<file path="config.mk">
export PLATFORM = sky130hd
export DESIGN_NAME = ui_rect_clip_to_triangles_core
export DESIGN_NICKNAME = d
export VERILOG_FILES = /design/src/hw/rtl/urc_pkg.sv /design/src/hw/rtl/ui_rect_clip_to_triangles_core.sv /design/src/hw/rtl/urc_vert_gen.sv
export SDC_FILE = /design/constraint.sdc
export NUM_CORES = 2
export LEC_CHECK = 0
export BUFFER_PORTS_ARGS = -buffer_cell sky130_fd_sc_hd__buf_2
export CAP_MARGIN = 0
export CORE_ASPECT_RATIO = 1.1
export CORE_MARGIN = 2
export CORE_UTILIZATION = 43
export CTS_CLUSTER_SIZE = 10
export DETAILED_ROUTE_END_ITERATION = 8
export SLEW_MARGIN = 20
export SYNTH_ARGS = -nofsm -noshare
export SYNTH_HDL_FRONTEND = slang
export SYNTH_SLANG_ARGS = --single-unit
</file>
<file path="constraint.sdc">
create_clock -name clk -period 29.7 [get_ports clk]
set_input_delay 7.425 -clock clk [delete_from_list [all_inputs] [get_ports clk]]
set_output_delay 7.425 -clock clk [all_outputs]
set_load 0.01 [all_outputs]
</file>
<file path="src/hw/rtl/urc_pkg.sv">
// ----------------------------------------------------------------------------
// urc_pkg
// Types, constants and helpers shared by the rectangle clip core.
// ----------------------------------------------------------------------------
`timescale 1ns / 1ps

package urc_pkg;

  // Default clip stack depth
  localparam int CLIP_DEPTH_DEF = 16;

  // Vertices emitted per drawn rectangle
  localparam int VERTS_PER_RECT = 6;

  // Hard limit on vertices per frame
  localparam logic [20:0] CAP_LIMIT = 21'd1048576;

  // Register reset values
  localparam logic [14:0] SCREEN_W_RST = 15'd10240;
  localparam logic [14:0] SCREEN_H_RST = 15'd7680;
  localparam logic [20:0] VCAP_RST     = 21'd1048576;

  // Configuration register indexes
  localparam logic [1:0] CFG_SCREEN_W = 2'd0;
  localparam logic [1:0] CFG_SCREEN_H = 2'd1;
  localparam logic [1:0] CFG_VCAP     = 2'd2;

  // Command codes
  typedef enum logic [1:0] {
    MODE_RECT  = 2'd0,
    MODE_PUSH  = 2'd1,
    MODE_POP   = 2'd2,
    MODE_FRAME = 2'd3
  } mode_t;

  // One rectangle by its corners, also one clip stack entry
  typedef struct packed {
    logic signed [15:0] l;
    logic signed [15:0] t;
    logic signed [15:0] r;
    logic signed [15:0] b;
  } box_t;

  // Load request into the vertex generator
  typedef struct packed {
    logic        valid;
    box_t        box;
    logic [31:0] argb;
    logic [19:0] slot;
  } gen_load_t;

  // Signed 16-bit add with saturation
  function automatic logic signed [15:0] sat_add16(input logic signed [15:0] a,
                                                   input logic signed [15:0] b);
    logic signed [16:0] sum;
    logic signed [15:0] res;
    sum = {a[15], a} + {b[15], b};
    if (sum[16] != sum[15]) begin
      res = sum[16] ? 16'sh8000 : 16'sh7FFF;
    end else begin
      res = sum[15:0];
    end
    return res;
  endfunction

endpackage

</file>
<file path="src/hw/rtl/ui_rect_clip_to_triangles_core.sv">
// ----------------------------------------------------------------------------
// ui_rect_clip_to_triangles_core
// Clips 2D rectangles against a clip stack and emits triangle-list vertices.
// ----------------------------------------------------------------------------
// Channel   Direction  Handshake             Beat
// in        input      in_valid/in_ready     one draw command
// out       output     out_valid/out_ready   one vertex
// cfg       input      cfg_valid/cfg_ready   one register write
//
// A command passes an accept stage, then a clip stage that sees the stack top
// in the cycle after its read; a drawn rectangle takes six output beats in the
// generator, which loads the next as its last beat leaves; other commands one
// per cycle when no rectangle waits. Stack writes from push and frame begin are
// forwarded to a read issued in the same cycle. Synchronous reset clears control
// state; the clip stack is not cleared. A stalled output holds the generator,
// and the clip stage waits only when it carries a rectangle to draw.
// ----------------------------------------------------------------------------
`timescale 1ns / 1ps

module ui_rect_clip_to_triangles_core #(
  parameter int CLIP_DEPTH = urc_pkg::CLIP_DEPTH_DEF
) (
  input  logic               clk,
  input  logic               rst,
  input  logic               in_valid,
  output logic               in_ready,
  input  logic [1:0]         mode,
  input  logic signed [15:0] pos_x,
  input  logic signed [15:0] pos_y,
  input  logic signed [15:0] width,
  input  logic signed [15:0] height,
  input  logic [31:0]        argb,
  output logic               out_valid,
  input  logic               out_ready,
  output logic signed [15:0] vert_x,
  output logic signed [15:0] vert_y,
  output logic [7:0]         red,
  output logic [7:0]         green,
  output logic [7:0]         blue,
  output logic [7:0]         alpha,
  output logic [19:0]        vert_slot,
  output logic               last,
  input  logic               cfg_valid,
  output logic               cfg_ready,
  input  logic [1:0]         cfg_index,
  input  logic [20:0]        cfg_data
);
  import urc_pkg::*;

  localparam int AW = (CLIP_DEPTH > 1) ? $clog2(CLIP_DEPTH) : 1;
  localparam int DW = $clog2(CLIP_DEPTH + 1);

  // Configuration registers
  logic [14:0] disp_width;
  logic [14:0] disp_height;
  logic [20:0] vcap;

  // Frame state
  logic [DW-1:0] depth;
  logic [20:0]   vertex_count;

  // Clip stack memory and its read port
  box_t          mem [CLIP_DEPTH];
  box_t          rd_data;
  logic          fwd_hit;
  box_t          fwd_data;

  // Clip stage registers
  logic          s1_valid;
  mode_t         s1_mode;
  box_t          s1_box;
  logic          s1_noclip;
  logic          s1_push_ok;
  logic [AW-1:0] s1_wr_addr;
  logic [31:0]   s1_argb;

  // Stage logic
  logic          in_fire;
  mode_t         in_mode;
  logic [AW-1:0] raddr;
  box_t          in_box;
  box_t          top;
  box_t          isect;
  logic          empty;
  box_t          clipped;
  box_t          push_box;
  logic [20:0]   cap;
  logic          room;
  logic          needs_gen;
  logic          gen_ready;
  logic          s1_go;
  logic          wr_en;
  logic [AW-1:0] wr_addr;
  box_t          wr_data;
  gen_load_t     load;

  assign cfg_ready = 1'b1;
  assign in_mode   = mode_t'(mode);
  assign in_ready  = !s1_valid || s1_go;
  assign in_fire   = in_valid && in_ready;

  // Read the current top; depth zero reads a don't-care entry
  assign raddr = (depth == '0) ? '0 : AW'(depth - DW'(1));

  // Corners of the incoming rectangle
  always_comb begin
    in_box.l = pos_x;
    in_box.t = pos_y;
    in_box.r = sat_add16(pos_x, width);
    in_box.b = sat_add16(pos_y, height);
  end

  // Intersect with the stack top, forwarded if just written
  always_comb begin
    top     = fwd_hit ? fwd_data : rd_data;
    isect.l = (s1_box.l > top.l) ? s1_box.l : top.l;
    isect.t = (s1_box.t > top.t) ? s1_box.t : top.t;
    isect.r = (s1_box.r < top.r) ? s1_box.r : top.r;
    isect.b = (s1_box.b < top.b) ? s1_box.b : top.b;
    empty   = (isect.r <= isect.l) || (isect.b <= isect.t);
    clipped = s1_noclip ? s1_box : isect;
    if (s1_noclip) begin
      push_box = s1_box;
    end else if (!empty) begin
      push_box = isect;
    end else begin
      push_box.l = s1_box.l;
      push_box.t = s1_box.t;
      push_box.r = s1_box.l;
      push_box.b = s1_box.t;
    end
  end

  // Check the vertex buffer for six more slots
  assign cap  = (vcap > CAP_LIMIT) ? CAP_LIMIT : vcap;
  assign room = ({1'b0, vertex_count} + 22'(VERTS_PER_RECT)) <= {1'b0, cap};

  assign needs_gen = (s1_mode == MODE_RECT) && (s1_noclip || !empty) && room;
  assign s1_go     = s1_valid && (!needs_gen || gen_ready);

  // Stack write from push or frame begin
  always_comb begin
    wr_en   = s1_go && (((s1_mode == MODE_PUSH) && s1_push_ok) || (s1_mode == MODE_FRAME));
    wr_addr = (s1_mode == MODE_FRAME) ? '0 : s1_wr_addr;
    if (s1_mode == MODE_FRAME) begin
      wr_data.l = '0;
      wr_data.t = '0;
      wr_data.r = {1'b0, disp_width};
      wr_data.b = {1'b0, disp_height};
    end else begin
      wr_data = push_box;
    end
  end

  // Hand a drawn rectangle to the generator
  always_comb begin
    load.valid = s1_go && needs_gen;
    load.box   = clipped;
    load.argb  = s1_argb;
    load.slot  = vertex_count[19:0];
  end

  // Clip stack memory: one write, one registered read
  always_ff @(posedge clk) begin
    if (wr_en) begin
      mem[wr_addr] <= wr_data;
    end
    if (in_fire) begin
      rd_data <= mem[raddr];
    end
  end

  // Control state, config, accept and clip stages
  always_ff @(posedge clk) begin
    if (rst) begin
      disp_width   <= SCREEN_W_RST;
      disp_height  <= SCREEN_H_RST;
      vcap         <= VCAP_RST;
      depth        <= '0;
      vertex_count <= '0;
      s1_valid     <= 1'b0;
      fwd_hit      <= 1'b0;
    end else begin
      // Take register writes
      if (cfg_valid) begin
        unique case (cfg_index)
          CFG_SCREEN_W: disp_width  <= cfg_data[14:0];
          CFG_SCREEN_H: disp_height <= cfg_data[14:0];
          CFG_VCAP:     vcap        <= cfg_data;
          default: ;
        endcase
      end

      // Advance the vertex count as the clip stage retires
      if (s1_go) begin
        if (s1_mode == MODE_FRAME) begin
          vertex_count <= '0;
        end else if (needs_gen) begin
          vertex_count <= vertex_count + 21'(VERTS_PER_RECT);
        end
      end

      // Accept a beat: update depth, capture the command
      if (in_fire) begin
        s1_valid   <= 1'b1;
        s1_mode    <= in_mode;
        s1_box     <= in_box;
        s1_argb    <= argb;
        s1_noclip  <= (depth == '0);
        s1_push_ok <= (depth < DW'(CLIP_DEPTH));
        s1_wr_addr <= AW'(depth);
        fwd_hit    <= wr_en && (wr_addr == raddr);
        fwd_data   <= wr_data;
        unique case (in_mode)
          MODE_PUSH:  if (depth < DW'(CLIP_DEPTH)) depth <= depth + DW'(1);
          MODE_POP:   if (depth > DW'(1)) depth <= depth - DW'(1);
          MODE_FRAME: depth <= DW'(1);
          default: ;
        endcase
      end else if (s1_go) begin
        s1_valid <= 1'b0;
      end
    end
  end

  urc_vert_gen u_gen (
    .clk       (clk),
    .rst       (rst),
    .load      (load),
    .ready     (gen_ready),
    .out_valid (out_valid),
    .out_ready (out_ready),
    .vert_x    (vert_x),
    .vert_y    (vert_y),
    .red       (red),
    .green     (green),
    .blue      (blue),
    .alpha     (alpha),
    .vert_slot (vert_slot),
    .last      (last)
  );

endmodule

</file>
<file path="src/hw/rtl/urc_vert_gen.sv">
// ----------------------------------------------------------------------------
// urc_vert_gen
// Output register stage: turns one clipped rectangle into six vertex beats.
// ----------------------------------------------------------------------------
`timescale 1ns / 1ps

module urc_vert_gen (
  input  logic               clk,
  input  logic               rst,
  input  urc_pkg::gen_load_t load,
  output logic               ready,
  output logic               out_valid,
  input  logic               out_ready,
  output logic signed [15:0] vert_x,
  output logic signed [15:0] vert_y,
  output logic [7:0]         red,
  output logic [7:0]         green,
  output logic [7:0]         blue,
  output logic [7:0]         alpha,
  output logic [19:0]        vert_slot,
  output logic               last
);
  import urc_pkg::*;

  localparam logic [2:0] BEAT_LAST = 3'(VERTS_PER_RECT - 1);

  logic        busy;
  logic [2:0]  beat;
  box_t        box;
  logic [31:0] argb;
  logic [19:0] slot;
  logic        at_right;
  logic        at_bottom;

  // Free now, or freed by the last beat leaving this cycle
  assign ready = !busy || (out_ready && beat == BEAT_LAST);

  // Hold the rectangle and step through its vertices
  always_ff @(posedge clk) begin
    if (rst) begin
      busy <= 1'b0;
      beat <= '0;
    end else if (load.valid) begin
      busy <= 1'b1;
      beat <= '0;
      box  <= load.box;
      argb <= load.argb;
      slot <= load.slot;
    end else if (busy && out_ready) begin
      if (beat == BEAT_LAST) begin
        busy <= 1'b0;
      end else begin
        beat <= beat + 3'd1;
        slot <= slot + 20'd1;
      end
    end
  end

  // Corner order: LT, RT, LB, LB, RT, RB
  always_comb begin
    case (beat)
      3'd1, 3'd4: begin
        at_right  = 1'b1;
        at_bottom = 1'b0;
      end
      3'd2, 3'd3: begin
        at_right  = 1'b0;
        at_bottom = 1'b1;
      end
      3'd5: begin
        at_right  = 1'b1;
        at_bottom = 1'b1;
      end
      default: begin
        at_right  = 1'b0;
        at_bottom = 1'b0;
      end
    endcase
  end

  assign out_valid = busy;
  assign vert_x    = at_right ? box.r : box.l;
  assign vert_y    = at_bottom ? box.b : box.t;
  assign alpha     = argb[31:24];
  assign red       = argb[23:16];
  assign green     = argb[15:8];
  assign blue      = argb[7:0];
  assign vert_slot = slot;
  assign last      = (beat == BEAT_LAST);

endmodule

</file>
==> qor.yml <==
grt_pass1_wl_mm: 246.3
syn-mean-instance-area_sq_um: 14.36
regToRegSetupSlack_ps: 21260
area_growth_syn_to_layout_pct: 13.30
initial_utilization: 0.4319
crit_path_start: "out_ready"
drt-initial-drc-count: 3699
async_reset_ff_frac: 0
tightest_slew_ps: 1122
die_h_microns: 405.2
vias_per_cell: 5.745
fp.coreArea_sq_um: 145700
hold_viol: 0
wl_per_cell_microns: 25.54
syn_inst: 4381
status: "complete, no violations"
port_buffers: 212
root_buffer: "clkbuf_16"
rsz0062_at_grt: "false"
fin_ws_ps: 13500
worstPathMaxFanout: 10
setup_violations: 0
fin_nets: 4895
power.density_nw_per_um2: 80.54
cts.sinks: 1454
reg2reg_to: "s1_argb[26]"
synth_seq_area_share: 0.6809
synth-edff-count: 1372
ys.warnings.count: 0
synth_area_sq_um: 62920
finalCritPeriodShare: 0.5455
gr-total-overflow: 0
cts_buffers: 165
hold_class: "register to register"
vias: 37960
cp.required_ps: 22270
ant_nets: 0
synthesis.nets: 4665
slew_headroom: 0.2486
drv_slew: 0
insertion_delay_ps: 800
drive_gt1_frac: 0.1632
grt_max_degree: 153
critical_path_arrival_ps: 8780
track_usage: 0.2234
fin_crit_ps: 16200
die_w_microns: 368.7
io_pins: 214
cts_resized: 0
crit_path_end: "in_ready"
skew_ps: 55.90
ys.flop_type: "edfxtp_1"
tns_ps: 0
tritoncts: "built"
worstSetupPathType: "primary input to output port"
clk_pin_slew_ps: 50
drc: 0
antenna_found_initial: 8
ctsHoldBuffers: 0
dieArea_sq_um: 149400
dp_slack_ps: 13500
final_core_util: 0.4894
r2r_cells: 21
wl_mm: 168.7
fmax_mhz: 61.72
cp-start-kind: "primary input"
cap_viol_max_count: 0
num_rows: 147
gp_congestion: 0.8798
synth.largest_area_cell: "edfxtp_1"
leakage_nw: 24.29
hpwl_mm: 101.4
drtPass1Iterations: 5
synth_area_leaders: "edfxtp_1 (65%), mux2i_1 (6.6%), nand2_1 (3.6%)"
r2r-start: "fwd_hit"
htreeDepth: 4
worst_setup_path_end_kind: "output port"
ys_ff_latch: 1454
clockBufferDepth: 3
grt_pass1_vias: 36890
synth_top_cell_area_share: 0.6548
ys_types: 77
irDropWorstVdd_uv: 60.31
cts_setup_buffers: 0
[state kept, by name, indices dropped and copies added (netlist names)]
| signal | flops |
|---|---|
| mem | 1024 |
| fwd_data | 64 |
| rd_data | 64 |
| s1_box | 64 |
| u_gen.box | 64 |
| s1_argb | 32 |
| u_gen.argb | 32 |
| vcap | 21 |
| u_gen.vert_slot | 20 |
| vertex_count | 20 |
| disp_height | 15 |
| disp_width | 15 |
| depth | 5 |
| s1_wr_addr | 4 |
| u_gen.beat | 3 |
| s1_mode | 2 |
| fwd_hit | 1 |
| s1_noclip | 1 |
| s1_push_ok | 1 |
| s1_valid | 1 |
| u_gen.out_valid | 1 |
[where the power goes]
part | switching [mW] | leakage, nW | internal [mW] | total [mW]
clock | 0.787 | 2.24 | 1.02 | 1.81
sequential | 0.0629 | 13.2 | 2.55 | 2.61
combinational | 0.892 | 8.88 | 0.429 | 1.32
[cells in the mapped netlist, types with 41 or more instances]
cell type and number:
edfxtp_1 1372, ha_1 156, a211oi_1 71, and2_1 77, clkbuf_1 202, nand2_1 605
a21oi_1 270, mux2_2 86, mux4_2 64, mux2i_1 418, a311oi_1 130, a21o_1 42
nor2_1 105, inv_1 53, o21ai_0 126, nand3_1 118, buf_1 41, dfxtp_1 82
[worst max-delay path, cell delays in order]
cell	delay [ps]
buf_2	110
nand2_1	70
nand2_1	100
or4b_1	800
buf_2	260
[cell usage in the layout, fill, tap and decap left out, types with 42 or more instances in the layout]
cell type,count
buf_4,99
a21oi_1,245
mux2i_1,416
a311oi_1,130
clkbuf_16,166
a21o_1,42
o21ai_0,124
edfxtp_1,1372
mux2_2,86
ha_1,156
nand2_1,604
inv_1,52
nor2_1,82
nand3_1,118
mux4_2,64
a211oi_1,69
buf_2,212
dfxtp_1,80
and2_1,75
[worst min-delay path by stage]
stage	start	end	slack, ps	depth (start not counted)
4_1_cts	s1_argb[3]	u_gen.argb[3]	420	0
3_5_place_dp	s1_argb[3]	u_gen.argb[3]	400	0
3_3_place_gp	s1_argb[22]	u_gen.argb[22]	400	0
5_1_grt	s1_argb[28]	u_gen.argb[28]	420	0
6_report	s1_argb[3]	u_gen.argb[3]	420	0
2_1_floorplan	s1_argb[0]	u_gen.argb[0]	400	0
[layout make-up]
| class | instances | area, sq um |
|---|---|---|
| fill | 12490 | 74380 |
| sequential | 1454 | 42850 |
| multi-input combinational | 2617 | 19200 |
| clock buffer | 201 | 4315 |
| tap | 1937 | 2424 |
| timing repair buffer | 318 | 1944 |
| clock inverter | 18 | 335.3 |
| inverter | 55 | 207.7 |
| antenna | 7 | 17.52 |
[stage by stage]
stage	power, mW	hold WS, ps	area, sq um	cells
global route	5.966	424.1	71270	6600
CTS	5.766	417.3	71250	6600
detailed placement	3.961	404.5	66600	6381
finish	5.742	416.8	71290	6607
floorplan	3.440	400.3	62920	4381
global placement	3.942	400.6	66580	6381
[metal layers]
| metal | GRT usage | up-vias | routed length (microns) |
|---|---|---|---|
| met5 | 0 | - | 0 |
| met4 | 0.07290 | 0 | 5054 |
| met3 | 0.03254 | 262 | 11680 |
| met2 | 0.3574 | 1369 | 78650 |
| met1 | 0.3144 | 19130 | 73330 |
| li1 | - | 17200 | - |
[cell families after synthesis]
family | count (synthesis) | synth area share
XOR/XNOR | 63 | 0.008769
multiplexers | 570 | 0.1052
adder cells (fa/ha/maj) | 158 | 0.03166
other | 1 | 0.00005960
buffers and inverters | 310 | 0.01897
AND/OR/NAND/NOR | 1092 | 0.07898
flip-flops | 1454 | 0.6809
AO/OA/AOI/OAI | 733 | 0.07548
(Power assumes the default switching activity.)
